<file path="config.mk">
export PLATFORM = sky130hd
export DESIGN_NAME = tcf_front_flat
export DESIGN_NICKNAME = d
export VERILOG_FILES = /design/src/rtl/tcf_pkg.sv /design/src/rtl/tcf_if.sv /design/src/rtl/tcf_front.sv /design/src/flat_wrapper.sv
export SDC_FILE = /design/constraint.sdc
export NUM_CORES = 1
export LEC_CHECK = 0
export BUFFER_PORTS_ARGS = -buffer_cell sky130_fd_sc_hd__buf_2
export CAP_MARGIN = 40
export CORE_MARGIN = 3
export CORE_UTILIZATION = 45
export CTS_CLUSTER_DIAMETER = 40
export CTS_CLUSTER_SIZE = 40
export DETAILED_ROUTE_END_ITERATION = 10
export PLACE_DENSITY = 0.73
export SLEW_MARGIN = 20
export SYNTH_ARGS = -nofsm -noshare
export SYNTH_HDL_FRONTEND = slang
export SYNTH_SLANG_ARGS = --single-unit
</file>
<file path="constraint.sdc">
create_clock -name i_clk -period 17.7 [get_ports i_clk]
set_input_delay 1.77 -clock i_clk [delete_from_list [all_inputs] [get_ports i_clk]]
set_output_delay 1.77 -clock i_clk [all_outputs]
set_load 0.005 [all_outputs]
</file>
<file path="src/rtl/tcf_pkg.sv">
// tcf_pkg: shared constants, types and helper functions of the tilt filter
`default_nettype none
package tcf_pkg;

    localparam int CAL_SAMPLES  = 1000;
    localparam int CORDIC_STEPS = 16;
    localparam int ATAN_LEN     = 24;
    localparam int CORDIC_IT    = (CORDIC_STEPS < ATAN_LEN) ? CORDIC_STEPS : ATAN_LEN;
    localparam int CI_W         = $clog2(ATAN_LEN);

    localparam int CAL_CNT_W  = $clog2(CAL_SAMPLES + 1);
    localparam int CAL_SUM_W  = $clog2(CAL_SAMPLES) + 17;
    localparam int INTERVAL_W = 20;
    localparam int WEIGHT_W   = 17;
    localparam int CFG_IDX_W  = 8;
    localparam int CFG_DATA_W = 20;

    localparam int DIV_NW = 48;
    localparam int DIV_DW = 20;
    localparam int CDC_W  = 34;
    localparam int Z_W    = 26;
    localparam int RATE_W = 26;
    localparam int STEP_W = 28;

    // reciprocal is multiplied in chunks, one chunk a cycle
    localparam int DIV_CH_W = 12;
    localparam int DIV_CH_N = 4;
    localparam int DIV_MW   = DIV_CH_W * DIV_CH_N;

    localparam int QUEUE_DEPTH = 2;
    localparam int QP_W        = $clog2(QUEUE_DEPTH);
    localparam int QC_W        = $clog2(QUEUE_DEPTH + 1);

    localparam logic [WEIGHT_W-1:0]   WEIGHT_ONE       = 17'd65536;
    localparam logic [WEIGHT_W-1:0]   RST_GYRO_WEIGHT  = 17'd64225;
    localparam logic [INTERVAL_W-1:0] RST_MAX_INTERVAL = 20'd100000;
    localparam logic signed [31:0]    INV_GAIN_Q30     = 32'sd652032874;
    localparam logic signed [Z_W-1:0] DEG90_Q16        = 26'sd5898240;

    localparam logic [CFG_IDX_W-1:0] REG_GYRO_WEIGHT  = 8'd0;
    localparam logic [CFG_IDX_W-1:0] REG_MAX_INTERVAL = 8'd1;

    typedef enum logic [1:0] {
        DIV_RATE,
        DIV_CAL,
        DIV_TIME
    } t_div_sel;

    typedef enum logic [3:0] {
        S_IDLE,
        S_BIAS,
        S_RATE,
        S_CROLL,
        S_MAG,
        S_MAGR,
        S_CPITCH,
        S_STEP_MUL,
        S_STEP_DIV,
        S_BLEND_MUL,
        S_BLEND,
        S_OUT
    } t_state;

    typedef struct packed {
        logic                  kind;
        logic                  meas_ok;
        logic signed [15:0]    accel_x;
        logic signed [15:0]    accel_y;
        logic signed [15:0]    accel_z;
        logic signed [15:0]    gyro_x;
        logic signed [15:0]    gyro_y;
        logic signed [15:0]    gyro_z;
        logic [INTERVAL_W-1:0] elapsed;
    } t_cmd;

    function automatic logic [DIV_DW-1:0] div_value(input t_div_sel sel);
        logic [DIV_DW-1:0] d;
        case (sel)
            DIV_RATE: d = 20'd131;
            DIV_CAL:  d = DIV_DW'(CAL_SAMPLES);
            DIV_TIME: d = 20'd1000000;
            default:  d = 20'd1;
        endcase
        return d;
    endfunction

    // floor((2^48 - 1) / d); numerators stay below 2^47, so the estimate is at most one short
    function automatic logic [DIV_MW-1:0] div_recip(input t_div_sel sel);
        logic [DIV_MW-1:0] m;
        case (sel)
            DIV_RATE: m = DIV_MW'(((64'd1 << DIV_NW) - 64'd1) / 64'd131);
            DIV_CAL:  m = DIV_MW'(((64'd1 << DIV_NW) - 64'd1) / 64'(CAL_SAMPLES));
            DIV_TIME: m = DIV_MW'(((64'd1 << DIV_NW) - 64'd1) / 64'd1000000);
            default:  m = DIV_MW'((64'd1 << DIV_NW) - 64'd1);
        endcase
        return m;
    endfunction

    // arctangent of 2^-i in q16.16 degrees
    function automatic logic signed [Z_W-1:0] atan_deg(input logic [CI_W-1:0] i);
        logic signed [Z_W-1:0] a;
        case (i)
            5'd0:    a = 26'sd2949120;
            5'd1:    a = 26'sd1740967;
            5'd2:    a = 26'sd919879;
            5'd3:    a = 26'sd466945;
            5'd4:    a = 26'sd234379;
            5'd5:    a = 26'sd117304;
            5'd6:    a = 26'sd58666;
            5'd7:    a = 26'sd29335;
            5'd8:    a = 26'sd14668;
            5'd9:    a = 26'sd7334;
            5'd10:   a = 26'sd3667;
            5'd11:   a = 26'sd1833;
            5'd12:   a = 26'sd917;
            5'd13:   a = 26'sd458;
            5'd14:   a = 26'sd229;
            5'd15:   a = 26'sd115;
            5'd16:   a = 26'sd57;
            5'd17:   a = 26'sd29;
            5'd18:   a = 26'sd14;
            5'd19:   a = 26'sd7;
            5'd20:   a = 26'sd4;
            5'd21:   a = 26'sd2;
            5'd22:   a = 26'sd1;
            default: a = 26'sd0;
        endcase
        return a;
    endfunction

    function automatic logic signed [31:0] sat32(input logic signed [DIV_NW:0] v);
        logic signed [31:0] r;
        if (v > $signed({{(DIV_NW-31){1'b0}}, 32'h7FFFFFFF}))
            r = 32'sh7FFFFFFF;
        else if (v < $signed({{(DIV_NW-31){1'b1}}, 32'h80000000}))
            r = 32'sh80000000;
        else
            r = v[31:0];
        return r;
    endfunction

endpackage
`default_nettype wire

</file>
<file path="src/rtl/tcf_if.sv">
// tcf_if: sample, result and register-write channel interfaces
`default_nettype none
interface tcf_in_if;
    logic        valid;
    logic        ready;
    logic        kind;
    logic signed [15:0] accel_x;
    logic signed [15:0] accel_y;
    logic signed [15:0] accel_z;
    logic signed [15:0] gyro_x;
    logic signed [15:0] gyro_y;
    logic signed [15:0] gyro_z;
    logic [31:0] elapsed_us;
    modport source(output valid, kind, accel_x, accel_y, accel_z, gyro_x, gyro_y, gyro_z,
                   elapsed_us, input ready);
    modport sink(input valid, kind, accel_x, accel_y, accel_z, gyro_x, gyro_y, gyro_z,
                 elapsed_us, output ready);
endinterface

`default_nettype wire

</file>
<file path="src/rtl/tcf_front.sv">
// tcf_front: accepts samples, classifies them and queues them for the back end
`default_nettype none
module tcf_front (
    input  wire logic                             i_clk,
    input  wire logic                             i_rst_n,
    tcf_in_if.sink                                i_in,
    input  wire logic [tcf_pkg::INTERVAL_W-1:0]   i_max_interval,
    output tcf_pkg::t_cmd                         o_cmd,
    output logic                                  o_cmd_valid,
    input  wire logic                             i_cmd_pop
);
    tcf_pkg::t_cmd                  r_q [tcf_pkg::QUEUE_DEPTH];
    logic [tcf_pkg::QP_W-1:0]       r_wp;
    logic [tcf_pkg::QP_W-1:0]       r_rp;
    logic [tcf_pkg::QC_W-1:0]       r_cnt;
    tcf_pkg::t_cmd                  in_cmd;
    logic                           push;
    logic                           pop;

    assign i_in.ready = (r_cnt != tcf_pkg::QC_W'(tcf_pkg::QUEUE_DEPTH));
    assign push       = i_in.valid && i_in.ready;
    assign pop        = i_cmd_pop && (r_cnt != '0);

    always_comb begin
        in_cmd.kind    = i_in.kind;
        // a measurement with no time or too long a gap leaves the angles alone
        in_cmd.meas_ok = !i_in.kind && (i_in.elapsed_us != 32'd0)
                         && (i_in.elapsed_us <= {12'd0, i_max_interval});
        in_cmd.accel_x = i_in.accel_x;
        in_cmd.accel_y = i_in.accel_y;
        in_cmd.accel_z = i_in.accel_z;
        in_cmd.gyro_x  = i_in.gyro_x;
        in_cmd.gyro_y  = i_in.gyro_y;
        in_cmd.gyro_z  = i_in.gyro_z;
        in_cmd.elapsed = i_in.elapsed_us[tcf_pkg::INTERVAL_W-1:0];
    end

    always_ff @(posedge i_clk) begin
        if (push)
            r_q[r_wp] <= in_cmd;
    end

    always_ff @(posedge i_clk) begin
        if (!i_rst_n) begin
            r_wp  <= '0;
            r_rp  <= '0;
            r_cnt <= '0;
        end else begin
            if (push)
                r_wp <= (r_wp == tcf_pkg::QP_W'(tcf_pkg::QUEUE_DEPTH - 1)) ? '0 : r_wp + 1'b1;
            if (pop)
                r_rp <= (r_rp == tcf_pkg::QP_W'(tcf_pkg::QUEUE_DEPTH - 1)) ? '0 : r_rp + 1'b1;
            if (push && !pop)
                r_cnt <= r_cnt + 1'b1;
            else if (pop && !push)
                r_cnt <= r_cnt - 1'b1;
        end
    end

    assign o_cmd       = r_q[r_rp];
    assign o_cmd_valid = (r_cnt != '0);

endmodule
`default_nettype wire

</file>
<file path="src/flat_wrapper.sv">
// flat-port wrapper written by rule: the top's interface ports become plain ports
module tcf_front_flat 
  (i_clk, i_rst_n, i_max_interval, o_cmd, o_cmd_valid, i_cmd_pop, i_in_valid, i_in_kind, i_in_accel_x, i_in_accel_y, i_in_accel_z, i_in_gyro_x, i_in_gyro_y, i_in_gyro_z, i_in_elapsed_us, i_in_ready);
  tcf_in_if i_in_i ();
  input  wire logic i_clk;
  input  wire logic i_rst_n;
  input  wire logic [tcf_pkg::INTERVAL_W-1:0] i_max_interval;
  output tcf_pkg::t_cmd o_cmd;
  output logic o_cmd_valid;
  input  wire logic i_cmd_pop;
  input wire logic [$bits(i_in_i.valid)-1:0] i_in_valid;
  input wire logic [$bits(i_in_i.kind)-1:0] i_in_kind;
  input wire logic [$bits(i_in_i.accel_x)-1:0] i_in_accel_x;
  input wire logic [$bits(i_in_i.accel_y)-1:0] i_in_accel_y;
  input wire logic [$bits(i_in_i.accel_z)-1:0] i_in_accel_z;
  input wire logic [$bits(i_in_i.gyro_x)-1:0] i_in_gyro_x;
  input wire logic [$bits(i_in_i.gyro_y)-1:0] i_in_gyro_y;
  input wire logic [$bits(i_in_i.gyro_z)-1:0] i_in_gyro_z;
  input wire logic [$bits(i_in_i.elapsed_us)-1:0] i_in_elapsed_us;
  output wire logic [$bits(i_in_i.ready)-1:0] i_in_ready;
  assign i_in_i.valid = i_in_valid;
  assign i_in_i.kind = i_in_kind;
  assign i_in_i.accel_x = i_in_accel_x;
  assign i_in_i.accel_y = i_in_accel_y;
  assign i_in_i.accel_z = i_in_accel_z;
  assign i_in_i.gyro_x = i_in_gyro_x;
  assign i_in_i.gyro_y = i_in_gyro_y;
  assign i_in_i.gyro_z = i_in_gyro_z;
  assign i_in_i.elapsed_us = i_in_elapsed_us;
  assign i_in_ready = i_in_i.ready;
  tcf_front u_core (.i_clk(i_clk), .i_rst_n(i_rst_n), .i_in(i_in_i), .i_max_interval(i_max_interval), .o_cmd(o_cmd), .o_cmd_valid(o_cmd_valid), .i_cmd_pop(i_cmd_pop));
endmodule
</file>
==> metrics.txt <==
# TYPE chip_impl_metric gauge
chip_impl_info{name="outcome",value="complete, no violations"} 1
chip_impl_metric{name="critPathMaxFanout",unit=""} 63
chip_impl_metric{name="critPathArrivalTime",unit="ps"} 2770
chip_impl_metric{name="finalWorstPathRequiredPeriod",unit="ps"} 4540
chip_impl_metric{name="placement.io_buffers",unit=""} 272
chip_impl_metric{name="synth_edf_count",unit=""} 236
chip_impl_metric{name="place.detailed.instances",unit=""} 1003
chip_impl_metric{name="fin_tns_setup",unit="ps"} 0
chip_impl_info{name="commonest_cells_in_the_netlist",value="sky130_fd_sc_hd__edfxtp_1, sky130_fd_sc_hd__mux2_2, sky130_fd_sc_hd__mux2_1"} 1
chip_impl_metric{name="postLayoutSetupSlackWorst",unit="ps"} 13160
chip_impl_info{name="cts_tree",value="yes"} 1
chip_impl_metric{name="clock_tree.buffer_depth",unit=""} 3
chip_impl_metric{name="power",unit="mW"} 1.69
chip_impl_metric{name="grt_overflow",unit=""} 0
chip_impl_metric{name="non_filler_cells_in_the_finished_layout",unit=""} 1054
chip_impl_metric{name="avgSynthCellArea",unit="µm²"} 19.5
chip_impl_metric{name="cts_hold_repair.buffers",unit=""} 0
chip_impl_info{name="cell_taking_the_most_area_after_synthesis",value="sky130_fd_sc_hd__edfxtp_1"} 1
chip_impl_metric{name="synth_cells",unit=""} 475
chip_impl_metric{name="die_area",unit="µm²"} 22400
chip_impl_metric{name="clk_transition_reported_paths",unit="ps"} 50
chip_impl_metric{name="worst_skew_pair.late_latency",unit="ps"} 520
chip_impl_metric{name="skew",unit="ps"} 6.95
chip_impl_metric{name="drc",unit=""} 0
chip_impl_metric{name="globalplace.congestion",unit=""} 0.834
chip_impl_metric{name="report.final.hold_viol_count",unit=""} 0
chip_impl_metric{name="report.final.slew_viol_count",unit=""} 0
chip_impl_metric{name="synth_seq_cells",unit=""} 241
chip_impl_metric{name="grt_max_degree",unit=""} 69
chip_impl_metric{name="viasPerCell",unit=""} 5.06
chip_impl_info{name="ys.flop_type",value="sky130_fd_sc_hd__edfxtp_1"} 1
chip_impl_metric{name="layout.cell_area.non_filler",unit="µm²"} 12000
chip_impl_metric{name="first_iter_violations",unit=""} 273
chip_impl_metric{name="postPlaceCellArea",unit="µm²"} 11000
chip_impl_info{name="worstSetupEndpointType",value="output pin"} 1
chip_impl_info{name="critPathLaunchType",value="register"} 1
chip_impl_metric{name="holdWs",unit="ps"} 517
chip_impl_metric{name="power_density",unit="nW/µm²"} 141
chip_impl_metric{name="top_level_ports",unit=""} 273
chip_impl_metric{name="static-leakage-power",unit="nW"} 4.67
chip_impl_metric{name="number_of_warning_messages_in_the_yosys_log",unit=""} 0
chip_impl_metric{name="max-slew-margin-rel",unit="%"} 45.6
chip_impl_metric{name="drive_above_1_share",unit="%"} 53.5
chip_impl_metric{name="grt_first_pass_wirelength",unit="µm"} 29000
chip_impl_metric{name="route.vias.total",unit=""} 5330
chip_impl_info{name="synthMostInstantiatedCell",value="sky130_fd_sc_hd__edfxtp_1"} 1
chip_impl_metric{name="die_width",unit="µm"} 150
chip_impl_metric{name="timing.fmax",unit="GHz"} 0.220
chip_impl_metric{name="antenna-diode-count",unit=""} 0
chip_impl_metric{name="die-height",unit="µm"} 150
chip_impl_metric{name="area_delta_synth_final",unit="%"} 29.6
chip_impl_metric{name="finalSetupViolCount",unit=""} 0
chip_impl_metric{name="layout_worst_path_cycle_share",unit="%"} 25.7
chip_impl_metric{name="cts_post_setup_buffers_inserted",unit=""} 0
chip_impl_info{name="path_cells",value="buf_4 -> mux2_2 -> buf_2"} 1
chip_impl_metric{name="htree_num_levels",unit=""} 1
chip_impl_metric{name="synth-async-reset-ratio",unit="%"} 0
chip_impl_metric{name="drt-wirelength-per-cell",unit="µm"} 18.1
chip_impl_metric{name="hpwl",unit="µm"} 13100
chip_impl_metric{name="design.final.nets",unit=""} 945
chip_impl_metric{name="placementRows",unit=""} 51
chip_impl_metric{name="synth_top_cell_area_share",unit="%"} 76.4
chip_impl_metric{name="detailedPlace.worstSlack",unit="ps"} 13460
chip_impl_metric{name="postRouteAntennaNets",unit=""} 0
chip_impl_metric{name="clkSinkCount",unit=""} 241
chip_impl_metric{name="postCtsResizedCells",unit=""} 0
chip_impl_metric{name="wp_data_required",unit="ps"} 15930
chip_impl_metric{name="seq_area_frac_synth",unit="%"} 77.5
chip_impl_info{name="clock-root-buffer",value="sky130_fd_sc_hd__clkbuf_16"} 1
chip_impl_info{name="worst_path_max_delay_cell",value="sky130_fd_sc_hd__dfxtp_4"} 1
chip_impl_info{name="synth_top_cells_by_area",value="sky130_fd_sc_hd__edfxtp_1, sky130_fd_sc_hd__mux2_2, sky130_fd_sc_hd__ha_1"} 1
chip_impl_metric{name="wirelength",unit="µm"} 19100
chip_impl_metric{name="start_util",unit="%"} 46.7
chip_impl_metric{name="tritoncts.num_buffers",unit=""} 30
chip_impl_metric{name="syn_area",unit="µm²"} 9280
chip_impl_metric{name="number_of_optimization_iterations_in_the_first_detailed_route_pass",unit=""} 5
chip_impl_metric{name="final_core_util",unit="%"} 60.6
chip_impl_metric{name="critical-path-max-stage-delay",unit="ps"} 810
chip_impl_metric{name="timing.max_cap.violations",unit=""} 0
chip_impl_metric{name="fp.coreArea",unit="µm²"} 19800
chip_impl_metric{name="antenna_violations_before_repair",unit=""} 0
chip_impl_metric{name="netlist-cell-type-count",unit=""} 31
chip_impl_metric{name="synth_fp_nets",unit=""} 649
chip_impl_metric{name="global_route.usage.total",unit="%"} 16.4
chip_impl_metric{name="tightestPinTransition",unit="ps"} 816
chip_impl_info{name="rsz0062_at_grt",value="no"} 1
chip_impl_metric{name="worst_ir_drop_vdd",unit="V"} 0.0000814
chip_impl_info{name="min_path_type",value="reg -> reg"} 1
chip_impl_metric{name="vias_in_the_first_global_route",unit=""} 5688
chip_impl_info{name="setup.worst_path.class",value="reg -> out"} 1
critical path, delay by kind of cell, from the launching register on:
| kind | cells | cell delay (ps) |
|---|---|---|
| buf+inv | 2 | 880 |
| flops | 1 | 810 |
| mux | 1 | 430 |
cell usage in the layout (no fill, tap or decap), types with 2 or more instances in the layout:
cell type                    instances
sky130_fd_sc_hd__nand3_1             4
sky130_fd_sc_hd__mux2_2             95
sky130_fd_sc_hd__dfxtp_1             4
sky130_fd_sc_hd__buf_4               4
sky130_fd_sc_hd__xnor2_1             2
sky130_fd_sc_hd__nand2_1             8
sky130_fd_sc_hd__mux2_1             23
sky130_fd_sc_hd__clkbuf_16          31
sky130_fd_sc_hd__edfxtp_1          236
sky130_fd_sc_hd__nor2_1              3
sky130_fd_sc_hd__and2_1              4
sky130_fd_sc_hd__buf_2             272
sky130_fd_sc_hd__clkbuf_1            2
sky130_fd_sc_hd__nor4_1              9
sky130_fd_sc_hd__bufinv_16           6
sky130_fd_sc_hd__clkinvlp_4          2
sky130_fd_sc_hd__a21o_1              3
sky130_fd_sc_hd__o21ai_0             2
sky130_fd_sc_hd__clkinv_1            5
sky130_fd_sc_hd__clkinv_4            2
sky130_fd_sc_hd__a21oi_1             7
sky130_fd_sc_hd__inv_1              22
sky130_fd_sc_hd__ha_1               21
sky130_fd_sc_hd__nand4_1             4
kinds of logic after synthesis:
family,after synthesis,share of synthesized area [%]
DFF,241,77.5
muxes,118,14.3
and+or+nand+nor,37,2.12
buffers and inverters,35,1.46
adders and majority gates,21,2.83
AOI/OAI and AO/OA,20,1.51
xor gates and xnor gates,3,0.283
sequential cells by signal, indices dropped and copies added, names as in the netlist, named ones only:
| signal | flops |
|---|---|
| u_core.r_wp | 1 |
| u_core.r_q | 236 |
| u_core.r_cnt | 2 |
| u_core.r_rp | 1 |
report_power, final:
group / total [mW] / switching, mW / internal (mW)
sequential: 0.748 / 0.0337 / 0.714
combinational: 0.326 / 0.158 / 0.168
clock: 0.616 / 0.214 / 0.402
final timing paths:
check                  start                 end  slack, ps  cells after the start
max                 register           o_cmd[58]      13160                      3
min          u_core.r_cnt[1]     u_core.r_cnt[1]        520                      2
max reg2reg  u_core.r_cnt[0]  u_core.r_q[0][101]      14770                      5
min reg2reg  u_core.r_cnt[1]     u_core.r_cnt[1]        520                      2
final cells by class:
type / count / area (µm²)
fill: 1488 / 7830
clock inverter: 17 / 245
multi-input combinational: 199 / 1970
clock buffer: 33 / 783
tap: 265 / 332
inverter: 22 / 82.6
sequential: 241 / 7190
timing repair buffer: 277 / 1420
per-layer routing:
| layer | wire (µm) | up-vias | part of all wire (%) | global-route usage, % |
|---|---|---|---|---|
| met3 | 2010 | 38 | 11 | 4.66 |
| met1 | 6860 | 2554 | 36 | 18.9 |
| met4 | 417 | 0 | 2.2 | 4.99 |
| met2 | 9820 | 284 | 51 | 29.6 |
| li1 | - | 2454 | - | - |
| met5 | 0 | - | 0 | 0 |
Note: power is estimated with default switching activity, not from simulation.
